--- src/sv/tarw_pkg.sv ---
// Shared types, codes and helper functions for the tar header walker.
`default_nettype none

package tarw_pkg;

    // Default offset width
    localparam int TARW_ADDR_BITS = 40;

    // Result queue depth (entries of up to two results each)
    localparam int TARW_QDEPTH = 4;

    // Fixed field widths
    localparam int KIND_W  = 2;
    localparam int SIZE_W  = 32;
    localparam int CLASS_W = 4;
    localparam int ERR_W   = 3;

    // Result kinds
    localparam logic [KIND_W-1:0] KIND_ENTRY = 2'd0;
    localparam logic [KIND_W-1:0] KIND_END   = 2'd1;
    localparam logic [KIND_W-1:0] KIND_ERROR = 2'd2;

    // Error codes
    localparam logic [ERR_W-1:0] ERR_NONE     = 3'd0;
    localparam logic [ERR_W-1:0] ERR_MAGIC    = 3'd1;
    localparam logic [ERR_W-1:0] ERR_BASE256  = 3'd2;
    localparam logic [ERR_W-1:0] ERR_DIGIT    = 3'd3;
    localparam logic [ERR_W-1:0] ERR_TOO_BIG  = 3'd4;
    localparam logic [ERR_W-1:0] ERR_TRUNC    = 3'd5;
    localparam logic [ERR_W-1:0] ERR_NOT_MULT = 3'd6;
    localparam logic [ERR_W-1:0] ERR_SHORT    = 3'd7;

    // Payload classes
    localparam logic [CLASS_W-1:0] CLS_PLAIN = 4'd0;
    localparam logic [CLASS_W-1:0] CLS_PNG   = 4'd1;
    localparam logic [CLASS_W-1:0] CLS_JPEG  = 4'd2;
    localparam logic [CLASS_W-1:0] CLS_ZIP   = 4'd3;
    localparam logic [CLASS_W-1:0] CLS_PDF   = 4'd4;
    localparam logic [CLASS_W-1:0] CLS_GZIP  = 4'd5;
    localparam logic [CLASS_W-1:0] CLS_BZ2   = 4'd6;
    localparam logic [CLASS_W-1:0] CLS_XZ    = 4'd7;
    localparam logic [CLASS_W-1:0] CLS_ZSTD  = 4'd8;

    // Queue status seen by both sides
    typedef struct packed {
        logic empty;
        logic full;
    } tarw_qstat_t;

    // "ustar" magic, indexed from header byte 257
    function automatic logic [7:0] magic_char(input logic [2:0] idx);
        logic [7:0] c;
        case (idx)
            3'd0:    c = 8'h75;
            3'd1:    c = 8'h73;
            3'd2:    c = 8'h74;
            3'd3:    c = 8'h61;
            3'd4:    c = 8'h72;
            default: c = 8'h00;
        endcase
        return c;
    endfunction

    // Payload class from the first sniffed bytes
    function automatic logic [CLASS_W-1:0] classify(input logic [63:0] w,
                                                     input logic [32:0] sz,
                                                     input logic        regular);
        logic [CLASS_W-1:0] c;
        c = CLS_PLAIN;
        if (!regular || sz == 33'd0) begin
            c = CLS_PLAIN;
        end else if (sz >= 33'd8 && w == 64'h0A1A0A0D474E5089) begin
            c = CLS_PNG;
        end else if (sz >= 33'd4 && w[23:0] == 24'hFFD8FF) begin
            c = CLS_JPEG;
        end else if (sz >= 33'd22 && w[15:0] == 16'h4B50) begin
            c = CLS_ZIP;
        end else if (sz >= 33'd32 && w[39:0] == 40'h2D46445025) begin
            c = CLS_PDF;
        end else if (sz >= 33'd18 && w[23:0] == 24'h088B1F) begin
            c = CLS_GZIP;
        end else if (sz >= 33'd14 && w[23:0] == 24'h685A42 &&
                     w[31:24] >= 8'h31 && w[31:24] <= 8'h39) begin
            c = CLS_BZ2;
        end else if (sz >= 33'd12 && w[47:0] == 48'h005A587A37FD) begin
            c = CLS_XZ;
        end else if (sz >= 33'd8 && w[31:0] == 32'hFD2FB528) begin
            c = CLS_ZSTD;
        end
        return c;
    endfunction

endpackage

`default_nettype wire

--- src/sv/tarw_front.sv ---
// Front end: per-byte header walk, octal size parse, payload tracking, result build.
`default_nettype none

module tarw_front
    import tarw_pkg::*;
#(
    parameter int ADDR_BITS = TARW_ADDR_BITS,
    parameter int RW        = ADDR_BITS + 42,
    parameter int QW        = 2 * (RW + 1) + 2
) (
    input  wire logic          aclk,
    input  wire logic          aresetn,
    input  wire logic          in_valid,
    input  wire logic [7:0]    in_byte,
    input  wire logic          in_last,
    output logic               in_ready,
    input  tarw_qstat_t        qstat,
    output logic               push,
    output logic [QW-1:0]      push_entry
);

    typedef enum logic [1:0] {
        PH_HEADER,
        PH_PAYLOAD,
        PH_TRAILER,
        PH_DEAD
    } phase_t;

    typedef enum logic [1:0] {
        OCT_RUN,
        OCT_STOP,
        OCT_B256,
        OCT_BAD
    } oct_t;

    phase_t                 phase_reg, phase_next;
    logic [8:0]             pos_reg, pos_next;
    logic [ADDR_BITS-1:0]   off_reg, off_next;
    logic [ADDR_BITS-1:0]   hs_reg, hs_next;
    logic                   hnz_reg, hnz_next;
    logic                   magic_reg, magic_next;
    logic [32:0]            acc_reg, acc_next;
    oct_t                   oct_reg, oct_next;
    logic                   regf_reg, regf_next;
    logic [32:0]            rem_reg, rem_next;
    logic [63:0]            win_reg, win_next;
    logic [3:0]             scnt_reg, scnt_next;
    logic [ADDR_BITS-1:0]   tail_reg, tail_next;

    logic                   take;
    logic [ADDR_BITS:0]     len;
    logic [RW:0]            r0, r1;
    logic [1:0]             n;

    // Record: {last, err, class, regular, size, offset, kind}
    function automatic logic [RW:0] mk(input logic [KIND_W-1:0]    kind,
                                       input logic [ADDR_BITS-1:0] off,
                                       input logic [SIZE_W-1:0]    size,
                                       input logic                 regular,
                                       input logic [CLASS_W-1:0]   cls,
                                       input logic [ERR_W-1:0]     err);
        return {1'b0, err, cls, regular, size, off, kind};
    endfunction

    assign in_ready = !qstat.full;
    assign take     = in_valid && in_ready;
    assign len      = {1'b0, off_reg} + {{ADDR_BITS{1'b0}}, 1'b1};

    // Per-byte state update and result generation
    always_comb begin
        logic [RW:0] rec;
        phase_next = phase_reg;
        pos_next   = pos_reg;
        off_next   = off_reg;
        hs_next    = hs_reg;
        hnz_next   = hnz_reg;
        magic_next = magic_reg;
        acc_next   = acc_reg;
        oct_next   = oct_reg;
        regf_next  = regf_reg;
        rem_next   = rem_reg;
        win_next   = win_reg;
        scnt_next  = scnt_reg;
        tail_next  = tail_reg;
        r0  = '0;
        r1  = '0;
        n   = 2'd0;
        rec = '0;

        if (take && phase_reg != PH_DEAD) begin
            pos_next = pos_reg + 9'd1;
            off_next = off_reg + {{(ADDR_BITS-1){1'b0}}, 1'b1};

            if (in_last && len < (ADDR_BITS+1)'(1024)) begin
                r0 = mk(KIND_ERROR, '0, '0, 1'b0, CLS_PLAIN, ERR_SHORT);
                n  = 2'd1;
                phase_next = PH_DEAD;
            end else if (in_last && pos_reg != 9'd511) begin
                r0 = mk(KIND_ERROR, '0, '0, 1'b0, CLS_PLAIN, ERR_NOT_MULT);
                n  = 2'd1;
                phase_next = PH_DEAD;
            end else begin
                case (phase_reg)
                    PH_HEADER: begin
                        // new header block: clear per-entry state
                        if (pos_reg == 9'd0) begin
                            hs_next    = off_reg;
                            hnz_next   = 1'b0;
                            magic_next = 1'b1;
                            acc_next   = '0;
                            oct_next   = OCT_RUN;
                            regf_next  = 1'b0;
                            win_next   = '0;
                            scnt_next  = '0;
                        end
                        if (in_byte != 8'h00) hnz_next = 1'b1;
                        if (pos_reg inside {[9'd257:9'd261]} &&
                            in_byte != magic_char(3'(pos_reg - 9'd257)))
                            magic_next = 1'b0;
                        // octal size field
                        if (pos_reg == 9'd124 && in_byte[7]) begin
                            oct_next = OCT_B256;
                        end else if (pos_reg inside {[9'd124:9'd134]} && oct_next == OCT_RUN) begin
                            if (in_byte == 8'h00 || in_byte == 8'h20)
                                oct_next = OCT_STOP;
                            else if (in_byte < 8'h30 || in_byte > 8'h37)
                                oct_next = OCT_BAD;
                            else
                                acc_next = {acc_next[29:0], in_byte[2:0]};
                        end
                        if (pos_reg == 9'd156)
                            regf_next = (in_byte == 8'h30 || in_byte == 8'h00);
                        // end of header block: decide
                        if (pos_reg == 9'd511) begin
                            if (!hnz_next) begin
                                if (hs_reg == '0) begin
                                    r0 = mk(KIND_ERROR, '0, '0, 1'b0, CLS_PLAIN, ERR_MAGIC);
                                    n  = 2'd1;
                                    phase_next = PH_DEAD;
                                end else begin
                                    tail_next  = hs_reg;
                                    phase_next = PH_TRAILER;
                                end
                            end else if (!magic_next) begin
                                r0 = mk(KIND_ERROR, '0, '0, 1'b0, CLS_PLAIN, ERR_MAGIC);
                                n  = 2'd1;
                                phase_next = PH_DEAD;
                            end else if (oct_next == OCT_B256) begin
                                r0 = mk(KIND_ERROR, '0, '0, 1'b0, CLS_PLAIN, ERR_BASE256);
                                n  = 2'd1;
                                phase_next = PH_DEAD;
                            end else if (oct_next == OCT_BAD) begin
                                r0 = mk(KIND_ERROR, '0, '0, 1'b0, CLS_PLAIN, ERR_DIGIT);
                                n  = 2'd1;
                                phase_next = PH_DEAD;
                            end else if (acc_next[32]) begin
                                r0 = mk(KIND_ERROR, '0, '0, 1'b0, CLS_PLAIN, ERR_TOO_BIG);
                                n  = 2'd1;
                                phase_next = PH_DEAD;
                            end else if (acc_next == '0) begin
                                r0 = mk(KIND_ENTRY, hs_reg, '0, regf_next, CLS_PLAIN, ERR_NONE);
                                n  = 2'd1;
                            end else begin
                                // round up to whole blocks
                                rem_next = {acc_next[32:9] + {23'd0, |acc_next[8:0]}, 9'd0};
                                phase_next = PH_PAYLOAD;
                            end
                        end
                    end
                    PH_PAYLOAD: begin
                        if (!scnt_reg[3]) begin
                            win_next[8*scnt_reg[2:0] +: 8] = in_byte;
                            scnt_next = scnt_reg + 4'd1;
                        end
                        rem_next = rem_reg - 33'd1;
                        if (rem_next == '0) begin
                            r0 = mk(KIND_ENTRY, hs_reg, acc_reg[SIZE_W-1:0], regf_reg,
                                    classify(win_next, acc_reg, regf_reg), ERR_NONE);
                            n  = 2'd1;
                            phase_next = PH_HEADER;
                        end
                    end
                    default: begin
                    end
                endcase

                // archive end, or truncation error, on the final byte
                if (in_last && phase_next != PH_DEAD) begin
                    if (phase_next == PH_PAYLOAD) begin
                        rec = mk(KIND_ERROR, '0, '0, 1'b0, CLS_PLAIN, ERR_TRUNC);
                        phase_next = PH_DEAD;
                    end else begin
                        rec = mk(KIND_END,
                                 (phase_next == PH_TRAILER) ? tail_next : len[ADDR_BITS-1:0],
                                 '0, 1'b0, CLS_PLAIN, ERR_NONE);
                    end
                    if (n == 2'd0) r0 = rec;
                    else           r1 = rec;
                    n = n + 2'd1;
                end
            end

            // flag the final result of this beat
            if (n == 2'd2)      r1[RW] = 1'b1;
            else if (n == 2'd1) r0[RW] = 1'b1;
        end
    end

    assign push       = (n != 2'd0);
    assign push_entry = {n, r1, r0};

    // State registers
    always_ff @(posedge aclk) begin
        if (!aresetn) begin
            phase_reg <= PH_HEADER;
            pos_reg   <= '0;
            off_reg   <= '0;
            hs_reg    <= '0;
            hnz_reg   <= 1'b0;
            magic_reg <= 1'b1;
            acc_reg   <= '0;
            oct_reg   <= OCT_RUN;
            regf_reg  <= 1'b0;
            rem_reg   <= '0;
            win_reg   <= '0;
            scnt_reg  <= '0;
            tail_reg  <= '0;
        end else begin
            phase_reg <= phase_next;
            pos_reg   <= pos_next;
            off_reg   <= off_next;
            hs_reg    <= hs_next;
            hnz_reg   <= hnz_next;
            magic_reg <= magic_next;
            acc_reg   <= acc_next;
            oct_reg   <= oct_next;
            regf_reg  <= regf_next;
            rem_reg   <= rem_next;
            win_reg   <= win_next;
            scnt_reg  <= scnt_next;
            tail_reg  <= tail_next;
        end
    end

endmodule

`default_nettype wire

--- src/sv/tarw_queue.sv ---
// Small result queue between the front end and the output stage.
`default_nettype none

module tarw_queue
    import tarw_pkg::*;
#(
    parameter int W     = 8,
    parameter int DEPTH = TARW_QDEPTH
) (
    input  wire logic         aclk,
    input  wire logic         aresetn,
    input  wire logic         push,
    input  wire logic [W-1:0] push_data,
    input  wire logic         pop,
    output logic [W-1:0]      head,
    output tarw_qstat_t       qstat
);

    localparam int PW = (DEPTH > 1) ? $clog2(DEPTH) : 1;
    localparam int CW = $clog2(DEPTH + 1);

    logic [W-1:0]  mem [DEPTH];
    logic [PW-1:0] wr_reg, rd_reg;
    logic [CW-1:0] cnt_reg, cnt_next;

    assign head        = mem[rd_reg];
    assign qstat.empty = (cnt_reg == '0);
    assign qstat.full  = (cnt_reg == CW'(DEPTH));

    always_comb begin
        cnt_next = cnt_reg;
        if (push && !pop)      cnt_next = cnt_reg + CW'(1);
        else if (!push && pop) cnt_next = cnt_reg - CW'(1);
    end

    // Storage
    always_ff @(posedge aclk) begin
        if (push) mem[wr_reg] <= push_data;
    end

    // Pointers and fill count
    always_ff @(posedge aclk) begin
        if (!aresetn) begin
            wr_reg  <= '0;
            rd_reg  <= '0;
            cnt_reg <= '0;
        end else begin
            if (push) wr_reg <= (wr_reg == PW'(DEPTH - 1)) ? '0 : wr_reg + PW'(1);
            if (pop)  rd_reg <= (rd_reg == PW'(DEPTH - 1)) ? '0 : rd_reg + PW'(1);
            cnt_reg <= cnt_next;
        end
    end

    a_no_overflow: assert property (@(posedge aclk) disable iff (!aresetn)
        qstat.full && !pop |-> !push)
        else $error("queue push while full");

    a_no_underflow: assert property (@(posedge aclk) disable iff (!aresetn)
        qstat.empty |-> !pop)
        else $error("queue pop while empty");

    a_count_range: assert property (@(posedge aclk) disable iff (!aresetn)
        cnt_reg <= CW'(DEPTH))
        else $error("queue count out of range");

endmodule

`default_nettype wire

--- src/sv/tarw_back.sv ---
// Output stage: unpacks queue entries into single result beats.
`default_nettype none

module tarw_back
    import tarw_pkg::*;
#(
    parameter int ADDR_BITS = TARW_ADDR_BITS,
    parameter int RW        = ADDR_BITS + 42,
    parameter int QW        = 2 * (RW + 1) + 2
) (
    input  wire logic          aclk,
    input  wire logic          aresetn,
    input  wire logic [QW-1:0] head,
    input  tarw_qstat_t        qstat,
    output logic               pop,
    output logic               out_valid,
    output logic [RW:0]        out_rec,
    input  wire logic          out_ready
);

    logic          ov_reg, ov_next;
    logic [RW:0]   orec_reg, orec_next;
    logic          sv_reg, sv_next;
    logic [RW:0]   srec_reg, srec_next;
    logic          load;

    assign load = !ov_reg || out_ready;

    // Pick the next beat: held second result first, then queue head
    always_comb begin
        ov_next   = ov_reg;
        orec_next = orec_reg;
        sv_next   = sv_reg;
        srec_next = srec_reg;
        pop       = 1'b0;
        if (load) begin
            if (sv_reg) begin
                ov_next   = 1'b1;
                orec_next = srec_reg;
                sv_next   = 1'b0;
            end else if (!qstat.empty) begin
                ov_next   = 1'b1;
                orec_next = head[RW:0];
                srec_next = head[2*RW+1:RW+1];
                sv_next   = (head[QW-1:QW-2] == 2'd2);
                pop       = 1'b1;
            end else begin
                ov_next = 1'b0;
            end
        end
    end

    always_ff @(posedge aclk) begin
        if (!aresetn) begin
            ov_reg <= 1'b0;
            sv_reg <= 1'b0;
        end else begin
            ov_reg <= ov_next;
            sv_reg <= sv_next;
        end
        orec_reg <= orec_next;
        srec_reg <= srec_next;
    end

    assign out_valid = ov_reg;
    assign out_rec   = orec_reg;

    a_second_needs_first: assert property (@(posedge aclk) disable iff (!aresetn)
        sv_reg |-> ov_reg)
        else $error("second result held without a beat in the output register");

    a_no_pop_with_second: assert property (@(posedge aclk) disable iff (!aresetn)
        sv_reg |-> !pop)
        else $error("queue popped while a second result is pending");

    a_second_not_last: assert property (@(posedge aclk) disable iff (!aresetn)
        sv_reg |-> !orec_reg[RW])
        else $error("first of a pair flagged as last");

endmodule

`default_nettype wire

--- src/sv/tar_header_walker_core.sv ---
// Top level of the tar header walker: stream ports, front end, queue, output stage.
`default_nettype none

// Channel | Dir | Beat holds
// s_      | in  | tdata: data_byte[7:0]; tlast: last_byte
// m_      | out | tdata: result_kind, entry_offset, entry_size, regular_entry,
//         |     |        payload_class, error_code (low to high); tlast: last_of_run
//
// One archive byte is taken per cycle; the per-byte header/payload update is
// computed combinationally in the front end. Each byte gives zero to two results,
// which go into a 4-entry queue and leave one beat per cycle from the output
// register while m_tready is high. Input stalls only when the queue is full.
// Reset is synchronous and active low; after an error the block stays silent until reset.

module tar_header_walker_core
    import tarw_pkg::*;
#(
    parameter int ADDR_BITS = TARW_ADDR_BITS
) (
    input  wire logic                                    aclk,
    input  wire logic                                    aresetn,
    input  wire logic                                    s_tvalid,
    output logic                                         s_tready,
    input  wire logic [7:0]                              s_tdata,  // data_byte
    input  wire logic                                    s_tlast,  // last_byte
    output logic                                         m_tvalid,
    input  wire logic                                    m_tready,
    // result_kind, entry_offset, entry_size, regular_entry, payload_class, error_code
    output logic [((ADDR_BITS + 42 + 7) / 8) * 8 - 1:0] m_tdata,
    output logic                                         m_tlast   // last_of_run
);

    localparam int RW  = ADDR_BITS + 42;
    localparam int QW  = 2 * (RW + 1) + 2;
    localparam int TDW = ((ADDR_BITS + 42 + 7) / 8) * 8;

    tarw_qstat_t   qstat;
    logic          push, pop;
    logic [QW-1:0] push_entry, head;
    logic [RW:0]   out_rec;

    tarw_front #(.ADDR_BITS(ADDR_BITS), .RW(RW), .QW(QW)) u_front (
        .aclk       (aclk),
        .aresetn    (aresetn),
        .in_valid   (s_tvalid),
        .in_byte    (s_tdata),
        .in_last    (s_tlast),
        .in_ready   (s_tready),
        .qstat      (qstat),
        .push       (push),
        .push_entry (push_entry)
    );

    tarw_queue #(.W(QW), .DEPTH(TARW_QDEPTH)) u_queue (
        .aclk      (aclk),
        .aresetn   (aresetn),
        .push      (push),
        .push_data (push_entry),
        .pop       (pop),
        .head      (head),
        .qstat     (qstat)
    );

    tarw_back #(.ADDR_BITS(ADDR_BITS), .RW(RW), .QW(QW)) u_back (
        .aclk      (aclk),
        .aresetn   (aresetn),
        .head      (head),
        .qstat     (qstat),
        .pop       (pop),
        .out_valid (m_tvalid),
        .out_rec   (out_rec),
        .out_ready (m_tready)
    );

    assign m_tdata = TDW'(out_rec[RW-1:0]);
    assign m_tlast = out_rec[RW];

endmodule

`default_nettype wire
--- config.mk ---
export PLATFORM = sky130hd
export DESIGN_NAME = tar_header_walker_core
export DESIGN_NICKNAME = d
export VERILOG_FILES = /design/src/sv/tarw_pkg.sv /design/src/sv/tarw_front.sv /design/src/sv/tarw_queue.sv /design/src/sv/tarw_back.sv /design/src/sv/tar_header_walker_core.sv
export SDC_FILE = /design/constraint.sdc
export NUM_CORES = 1
export LEC_CHECK = 0
export ABC_CLOCK_PERIOD_IN_PS = 19500
export BUFFER_PORTS_ARGS = -buffer_cell sky130_fd_sc_hd__buf_2
export CELL_PAD_IN_SITES_DETAIL_PLACEMENT = 1
export CELL_PAD_IN_SITES_GLOBAL_PLACEMENT = 2
export CORE_MARGIN = 1
export CORE_UTILIZATION = 31
export DETAILED_ROUTE_END_ITERATION = 12
export PLACE_DENSITY_LB_ADDON = 0.1
export SLEW_MARGIN = 30
export SYNTH_ARGS = -nofsm -noshare
export SYNTH_HDL_FRONTEND = slang
export SYNTH_SLANG_ARGS = --single-unit
--- constraint.sdc ---
create_clock -name aclk -period 19.5 [get_ports aclk]
set_input_delay 3.9 -clock aclk [delete_from_list [all_inputs] [get_ports aclk]]
set_output_delay 3.9 -clock aclk [all_outputs]
set_load 0.005 [all_outputs]
==> results of run 1 <==
-- worst max path at each step --
stage / from / to / slack, ns
global route: s_tdata[4] / u_queue.mem[2][39]$_DFFE_PP_ / 9.45
floorplan: s_tdata[5] / u_queue.mem[0][0]$_DFFE_PP_ / 9.16
CTS: s_tdata[4] / u_queue.mem[2][39]$_DFFE_PP_ / 9.75
global placement: s_tdata[4] / u_queue.mem[2][0]$_DFFE_PP_ / 9.08
finish: s_tdata[5] / u_queue.mem[2][39]$_DFFE_PP_ / 9.82
detailed placement: s_tdata[4] / u_queue.mem[2][83]$_DFFE_PP_ / 9.01
-- cell usage after synthesis (12+ instances only) --
| cell | number | share of area |
|---|---|---|
| edfxtp_1 | 638 | 0.47 |
| nand2_1 | 401 | 0.037 |
| dfxtp_1 | 281 | 0.14 |
| nor2_1 | 207 | 0.019 |
| clkbuf_1 | 179 | 0.016 |
| a21oi_1 | 172 | 0.021 |
| o21ai_0 | 140 | 0.017 |
| nand3_1 | 129 | 0.016 |
| mux4_2 | 126 | 0.069 |
| nor3_1 | 89 | 0.011 |
| and3_1 | 72 | 0.011 |
| a22o_1 | 60 | 0.013 |
| xor2_1 | 59 | 0.013 |
| xnor2_1 | 56 | 0.012 |
| mux2i_1 | 53 | 0.013 |
| nor4_1 | 53 | 0.0081 |
| nor2b_1 | 50 | 0.0076 |
| inv_1 | 44 | 0.0040 |
| mux2_2 | 44 | 0.012 |
| buf_2 | 41 | 0.0050 |
| nand4_1 | 41 | 0.0063 |
| or3_1 | 33 | 0.0050 |
| ha_1 | 27 | 0.0082 |
| a31o_2 | 26 | 0.0056 |
| buf_1 | 26 | 0.0024 |
| or4_1 | 21 | 0.0038 |
| nand2b_1 | 20 | 0.0030 |
| and2_1 | 17 | 0.0026 |
| a211oi_1 | 15 | 0.0027 |
| a32o_1 | 15 | 0.0037 |
| o32ai_1 | 15 | 0.0032 |
| a311oi_1 | 14 | 0.0030 |
| a31oi_1 | 12 | 0.0018 |
-- critical path: cells and delay by family --
family | cells | cell delay [ns]
mux | 1 | 0.22
fa+ha+maj | 1 | 0.31
buf+inv | 5 | 2.24
simple gates | 6 | 2.18
compound gates | 3 | 1.02
-- metal layers --
layer  GRT usage  vias to the layer above
li1            -                    12700
met5           0                        -
met2       0.284                      591
met4      0.0530                        0
met1       0.290                    14500
met3      0.0301                      159
-- cell families (layout without fill, tap and decap cells) --
| family | after synthesis | after routing |
|---|---|---|
| adder cells (fa/ha/maj) | 28 | 28 |
| buffers and inverters | 303 | 392 |
| multiplexers | 223 | 223 |
| AO/OA/AOI/OAI | 577 | 577 |
| XOR/XNOR | 115 | 115 |
| other | 1 | 12 |
| AND/OR/NAND/NOR | 1209 | 1209 |
| flip-flops | 919 | 919 |
-- through the flow --
stage                     worst slack (ns)  std cells  instance area [um^2]   util  hold slack (ns)
after floorplan                       9.16       3384                 41100      -            0.434
after global placement                9.08       5035                 43200  0.329            0.441
after detailed placement              9.01       5036                 43300  0.329            0.450
after CTS                             9.75       5227                 46800  0.356            0.458
after global routing                  9.45       5228                 46800  0.356            0.483
final                                 9.82       5230                 46800  0.356            0.458
-- report_power, final --
part,switching (uW),internal [uW]
registers,104,2430
clock network,817,1200
logic,608,458
total,1530,4090
-- final cells by class --
class,count,area [um^2],share of cell area
Clock inverter,64,728,0.0155
Inverter,45,171,0.00366
Tap cell,1755,2200,0.0469
Antenna cell,2,5.00,0.000107
Multi-Input combinational cell,2162,15200,0.324
Timing Repair Buffer,156,971,0.0207
Sequential cell,919,24800,0.529
Clock buffer,127,2790,0.0595
==> results.md, run 1 <==
- CTS tree: done
- Overall power: 5610 uW
- Initial antenna violation count: 2
- Worst reg2reg path depth: 17
- Most common cell after layout, fill and taps aside: edfxtp_1
- Met3 wire len: 5.93 mm
- Post-synth EDFFs: 638
- Worst-Skew Late Latency: 0.70 ns
- Mux cell area share after synthesis: 0.0942
- I/O pins: 104
- Die H: 366 um
- Row Count: 133
- Clock Path Buffers: 3
- Clock buffers created by TritonCTS: 103
- Max-slew violation count: 0
- Worst hold start: u_front.tail_reg[25]$_SDFFE_PN0P_
- HP Class: register to register
- R2R setup slack: 12.59 ns
- Die width: 366 um
- Top sig layer: met4
- Dominant synthesized flop cell: edfxtp_1
- Synth-to-Final Area Change: 14.1%
- Count of cell types in the netlist: 95
- Share of layout cells above drive strength 1: 0.169
- Crit Path Max Fanout: 55
- RSZ-0062 raised after global routing: no
- Post-Route M1 WL: 65.0 mm
- Core area: 0.131 mm^2
- Largest family of logic cells by synthesized area: simple AND/OR/NAND/NOR gates
- Synth Area in Compound Gates: 0.0923
- Syn Std Cell Area: 0.0410 mm^2
- Critical path class: input port to register
- Most frequent CP cell: buf_4
- Hold Path Depth: 2
- Hold Path End: u_front.tail_reg[25]$_SDFFE_PN0P_
- Worst Path Required: 19.81 ns
- Hold_buf cts: 0
- Drt wl/cell: 24.9 um
- Final setup fails: 0
- Cells along the critical path: buf_2 -> nand2_1 -> or3_1 -> a2111oi_4 -> buf_4 -> mux2i_1 -> or4b_4 -> nor2_1 -> a2bb2oi_1 -> inv_1 -> ha_1 -> nor2_1 -> a21oi_2 -> and2_4 -> buf_4 -> buf_4
- Drt first pass iters: 5
- Worst Skew: 0.0546 ns
- Vias post-DR: 27.9k
- CTS clk-pin slew, worst paths: 0.06 ns
- Pwr Density: 120 mW/mm^2
- Crit path capture type: register
- Final ANT Viol Nets: 0
- CP arrival: 10.00 ns
- Avg Inst Size Synth: 12.2 um^2
- # DRC: 0
- CTS Root Cell: clkbuf_16
- Seq/Total Area, Yosys: 0.604
- Largest net degree at the start of global routing: 91
- Reg-to-Reg End: u_queue.mem[2][39]$_DFFE_PP_
- Final HPWL DP: 87.1 mm
- Port bufs: 97
- Die area: 0.134 mm^2
- Post-Syn Instances: 3375
- Vias in the first global route: 28.8k
- First-pass GRT wire length: 194 mm
- Critical Path Source Type: input port
- Status: complete, no violations
- Slew @ Worst Pin: 0.992 ns
- Via density: 5.34
- Final period utilization: 0.497
- GR Util All Layers: 0.193
- Post-Route WL: 130 mm
- # fillers: 14.0k
- #FFs+latches synth: 919
- Resize count post-CTS: 0
- WL met2: 56.6 mm
- Fin. Hold Viols: 0
- Initial Util: 0.312
- Max reg flops: 512
- RePlAce Congestion: 0.841
- Max-cap violations: 0
- Final worst path period need: 9.68 ns
- Setup_tns: 0 ns
- Post-synthesis adder-cell area fraction: 0.00872
- Simple-Gate Fraction of Synth Area: 0.146
- XOR/XNOR Fraction of Synth Area: 0.0245
- Grt ovf: 0
- Yosys warning total: 0
- VDD IR max: 0.108 mV
- Post-CTS Repair Setup Buffers: 0
- Max Freq: 103 MHz
- CP max stage delay: 0.76 ns
- H-tree depth: 3
- Relative slew slack: 0.332
- Lkg Pwr: 0.0148 uW
- Initial DRC count: 1842
- Nets: 3428
- Slowest-stage cell, CP: buf_4
- Commonest non-fill, non-tap cells in the layout: 638 x edfxtp_1, 399 x nand2_1, 278 x dfxtp_1
- CTS Sinks: 919
- Asr flop ratio synth: 0
- RR Startpoint: u_front.pos_reg[0]$_SDFFE_PN0P_
No activity file was read; power rests on OpenSTA's default activity.
==> run 2: changes to the inputs <==
ABC_CLOCK_PERIOD_IN_PS = 8800   (was 19500)
clock period = 8.8 ns   (was 19.5 ns; I/O delays follow)
==> results.md, run 2 (same netlist as run 1, synthesis figures left out) <==
- # fillers: 14.0k
- Fin. Hold Viols: 0
- Largest net degree at the start of global routing: 93
- Max Freq: 157 MHz
- RePlAce Congestion: 0.859
- Final period utilization: 0.723
- Grt ovf: 0
- Clock share of power: 0.360
- CTS tree: done
- First-pass GRT wire length: 197 mm
- Hold_buf cts: 0
- Clock Path Buffers: 3
- VDD IR max: 0.276 mV
- Net Sw Frac: 0.273
- Final setup fails: 0
- Crit Path Max Fanout: 52
- HP Class: register to register
- Max-cap violations: 0
- Reg area: 0.0248 mm^2
- Vias in the first global route: 28.5k
- CTS Sinks: 919
- Row Count: 133
- Initial antenna violation count: 5
- Final worst path period need: 6.36 ns
- Final ANT Viol Nets: 0
- Initial DRC count: 1963
- Internal power: 9080 uW
- Psw: 3400 uW
- Status: complete, no violations
- Critical path class: input port to register
- Worst-Skew Late Latency: 0.70 ns
- Critical Path Source Type: input port
- Initial Util: 0.312
- Most common cell after layout, fill and taps aside: edfxtp_1
- Nets: 3428
- Crit path capture type: register
- CTS clk-pin slew, worst paths: 0.06 ns
- Pwr Density: 266 mW/mm^2
- Vias post-DR: 27.9k
- Share of layout cells above drive strength 1: 0.165
- Commonest non-fill, non-tap cells in the layout: 638 x edfxtp_1, 399 x nand2_1, 278 x dfxtp_1
- Worst Skew: 0.0311 ns
- Drt wl/cell: 25.3 um
- Sequential share of power: 0.453
- Setup_tns: 0 ns
- Post-Route WL: 133 mm
- Via density: 5.33
- Comb power frac: 0.188
- Die width: 366 um
- Max-slew violation count: 0
- Core area: 0.131 mm^2
- Port bufs: 97
- Relative slew slack: 0.304
- GR Util All Layers: 0.195
- Slew @ Worst Pin: 1.03 ns
- Post-CTS Repair Setup Buffers: 0
- CTS Root Cell: clkbuf_16
- Fin util: 0.357
- Max reg flops: 512
- Resize count post-CTS: 0
- Drt first pass iters: 7
- I/O pins: 104
- CP arrival: 6.70 ns
- Lkg Pwr: 0.0148 uW
- Final HPWL DP: 88.8 mm
- H-tree depth: 3
- Synth-to-Final Area Change: 14.4%
- RSZ-0062 raised after global routing: no
- Clock buffers created by TritonCTS: 104
- # DRC: 0
- Die area: 0.134 mm^2
- Footprint of the multi-input gates: 0.0152 mm^2
- Worst Path Required: 9.13 ns
- Die H: 366 um
==> run 2: changes by cell type in the layout (fill, tap and decap cells not counted), moves of 2 or more <==
cell	previous run	this run
buf_12	1	9
buf_4	57	49
clkinv_2	23	15
clkbuf_1	13	20
clkbuf_8	10	14
clkinv_1	16	19
clkinvlp_4	6	4
inv_6	1	3
o21ai_0	137	139
o21ai_1	7	5
==> run 2: per-stage QoR <==
| step | cells | hold slack (ns) | cell area (um^2) | worst slack, ns | total power, uW |
|---|---|---|---|---|---|
| 6_report | 5232 | 0.456 | 46900 | 2.44 | 12500 |
| 5_1_grt | 5231 | 0.471 | 46900 | 2.07 | 13000 |
| 3_3_place_gp | 5035 | 0.440 | 43300 | 1.80 | 8130 |
| 2_1_floorplan | 3384 | 0.434 | 41100 | 0.604 | 7220 |
| 3_5_place_dp | 5035 | 0.448 | 43400 | 1.65 | 8170 |
| 4_1_cts | 5230 | 0.457 | 46900 | 2.39 | 12700 |
==> run 2: cell type report <==
class                      count  share of cell area
clock inverter                56              0.0137
sequential                   919               0.528
tap                         1755              0.0468
multi-input combinational   2162               0.324
inverter                      45             0.00365
antenna                        1           0.0000533
clock buffer                 139              0.0617
timing repair buffer         155              0.0222
==> run 2: power by group through the flow <==
stage	clock (uW)	combinational (uW)	sequential (uW)
after global routing	4770	2550	5720
final	4490	2340	5650
after CTS	4630	2420	5670
after floorplan	0	1550	5660
after global placement	0	2400	5730
after detailed placement	0	2410	5750
==> run 2: layer usage <==
metal / GRT usage / wire length, um / vias up
li1: - / - / 12700
met1: 0.298 / 67400 / 14400
met2: 0.291 / 57600 / 598
met3: 0.0250 / 5640 / 140
met4: 0.0413 / 1920 / 0
met5: 0 / 0 / -
==> run 2: worst paths after layout <==
check / slack (ns) / endpoint / cells past startpoint / start
min: 0.46 / u_front.tail_reg[7]$_SDFFE_PN0P_ / 2 / u_front.tail_reg[7]$_SDFFE_PN0P_
min reg2reg: 0.46 / u_front.tail_reg[7]$_SDFFE_PN0P_ / 2 / u_front.tail_reg[7]$_SDFFE_PN0P_
max reg2reg: 2.63 / u_queue.mem[0][75]$_DFFE_PP_ / 12 / u_front.scnt_reg[0]$_SDFFE_PN0P_
max: 2.44 / u_queue.mem[1][15]$_DFFE_PP_ / 14 / s_tdata[5]
==> run 2: worst max-delay path, stage by stage <==
cell and delay (ns):
buf_2 0.37, nand2_1 0.13, or3_1 0.45, a2111oi_4 0.39
mux2i_1 0.20, or4b_4 0.64, nor2_1 0.25, a2bb2oi_1 0.27
inv_1 0.15, ha_1 0.34, nor2_1 0.06, a21oi_2 0.48
and2_4 0.68, buf_12 0.37
==> run 3: changes to the inputs <==
ABC_CLOCK_PERIOD_IN_PS = 5900   (was 8800)
clock period = 5.9 ns   (was 8.8 ns; I/O delays follow)
==> results.md, run 3 (same netlist as run 1, synthesis figures left out) <==
- Status: complete, no violations
- Max Freq: 186 MHz
- Worst Skew: 0.0538 ns
- Net Sw Frac: 0.275
- Core area: 0.131 mm^2
- Worst Path Required: 6.29 ns
- Final ANT Viol Nets: 0
- Crit Path Max Fanout: 8
- CTS tree: done
- Footprint of the multi-input gates: 0.0151 mm^2
- Synth-to-Final Area Change: 15.5%
- WP depth: 12
- Final HPWL DP: 90.9 mm
- Met3 usage: 0.0218
- Final period utilization: 0.913
- Clock buffers created by TritonCTS: 105
- Max-cap violations: 0
- Die area: 0.134 mm^2
- Slew @ Worst Pin: 0.970 ns
- Drt wl/cell: 24.7 um
- Cell Count Post-Placement: 5117
- Via density: 5.28
- CTS clk-pin slew, worst paths: 0.06 ns
- Row Count: 133
- Sequential share of power: 0.458
- Vias in the first global route: 29.1k
- Share of layout cells above drive strength 1: 0.182
- Crit path buffers/inverters: 1
- RePlAce Congestion: 0.841
- Grt ovf: 0
- Drt first pass iters: 5
- Lkg Pwr: 0.0152 uW
- Relative slew slack: 0.349
- VDD IR max: 0.258 mV
- CTS Sinks: 919
- Comb power frac: 0.191
- First-pass GRT wire length: 197 mm
- Initial Util: 0.312
- Cell area after layout: 0.0474 mm^2
- Busiest grt layer: met1
- Crit path capture type: register
- Fin. Hold Viols: 0
- GR Layer Usage met1: 0.295
- Initial antenna violation count: 0
- Final setup fails: 0
- Die width: 366 um
- # DRC: 0
- Fin cells: 5309
- Slowest-stage cell, CP: a21boi_0
- Post-CTS Repair Setup Buffers: 0
- Max reg flops: 512
- Post-Route WL: 131 mm
- Hold Path Depth: 2
- GR Util All Layers: 0.194
- H-tree depth: 3
- Hold_buf cts: 0
- Final worst path period need: 5.39 ns
- GR Layer Usage met2: 0.293
- Critical Path Source Type: register
- Worst reg2reg path depth: 12
- Clock share of power: 0.351
- CP arrival: 5.78 ns
- CTS Root Cell: clkbuf_16
- # fillers: 14.0k
- Port bufs: 97
- RSZ-0062 raised after global routing: no
- Commonest non-fill, non-tap cells in the layout: 638 x edfxtp_1, 400 x nand2_1, 278 x dfxtp_1
- Placed cell area: 0.0440 mm^2
- Clock Path Buffers: 3
- Worst Slack Setup Final: 0.514 ns
- Largest net degree at the start of global routing: 85
- Crit path max-delay family: simple AND/OR/NAND/NOR gates
- Critical path class: register to register
- Initial DRC count: 1915
- Worst-Skew Late Latency: 0.72 ns
- Nets: 3510
- Vias post-DR: 28.1k
- Most common cell after layout, fill and taps aside: edfxtp_1
- Die H: 366 um
- I/O pins: 104
- CP max stage delay: 0.63 ns
- Max-slew violation count: 0
- Psw: 5050 uW
- HP Class: register to register
- Internal power: 13300 uW
- Pwr Density: 387 mW/mm^2
- Pre-CTS WS: 0.273 ns
- Resize count post-CTS: 0
- Cells along the critical path: inv_1 -> ha_1 -> ha_1 -> nor2b_1 -> nand3_1 -> a21boi_0 -> nand3_1 -> or4_1 -> or4_1 -> nor4_1 -> nor4_1 -> nor2_1
- Reg area: 0.0248 mm^2
[run 3: cell types whose count changed in the layout (fill, tap and decap cells not counted), sizes merged]
cell      delta
buf         +81
bufinv       -6
clkbuf       +5
inv          -3
clkinvlp     -1
diode        +1
[run 3: power groups by stage]
stage | sequential, uW | clock [uW] | combinational (uW)
6_report | 8410 | 6440 | 3500
5_1_grt | 8510 | 6870 | 3830
4_1_cts | 8440 | 6650 | 3620
3_5_place_dp | 8570 | 0 | 3600
3_3_place_gp | 8530 | 0 | 3570
2_1_floorplan | 8430 | 0 | 2320
[run 3: metal layers]
metal / wire, um / up-vias
met4: 2020 / 0
met2: 57700 / 516
li1: - / 12900
met1: 66900 / 14500
met3: 4710 / 130
met5: 0 / -
[run 3: worst register-to-register path: cells and delay by family (launching register included)]
kind                     cells  cell delay (ns)
buffers and inverters        1             0.13
flip-flops                   1             0.47
AND/OR/NAND/NOR              8             3.38
AO/OA/AOI/OAI                1             0.63
adder cells (fa/ha/maj)      2             0.48
[run 3: cell type report]
cell class / count / share of cell area
flip-flops and latches: 919 / 0.523
multi-input cells: 2162 / 0.319
clock buffers: 144 / 0.0609
well taps: 1755 / 0.0463
repair buffers: 236 / 0.0363
clock inverters: 46 / 0.0106
inverters: 45 / 0.00362
diodes: 2 / 0.000106
[run 3: through the flow]
step / setup TNS (ns) / hold WS, ns / power [uW] / util
after CTS: 0 / 0.458 / 18700 / 0.361
after detailed placement: 0 / 0.449 / 12200 / 0.335
final: 0 / 0.456 / 18400 / 0.361
after floorplan: -153.67 / 0.434 / 10700 / -
after global placement: 0 / 0.442 / 12100 / 0.335
after global routing: 0 / 0.477 / 19200 / 0.361
[run 3: path summary, 6_finish.rpt]
| check | start | endpoint | slack [ns] |
|---|---|---|---|
| worst max-delay path | u_front.scnt_reg[1]$_SDFFE_PN0P_ | u_queue.mem[1][75]$_DFFE_PP_ | 0.51 |
| worst min-delay path | u_front.tail_reg[19]$_SDFFE_PN0P_ | u_front.tail_reg[19]$_SDFFE_PN0P_ | 0.46 |
| worst max register to register | u_front.scnt_reg[1]$_SDFFE_PN0P_ | u_queue.mem[1][75]$_DFFE_PP_ | 0.51 |
| worst min register to register | u_front.tail_reg[19]$_SDFFE_PN0P_ | u_front.tail_reg[19]$_SDFFE_PN0P_ | 0.46 |
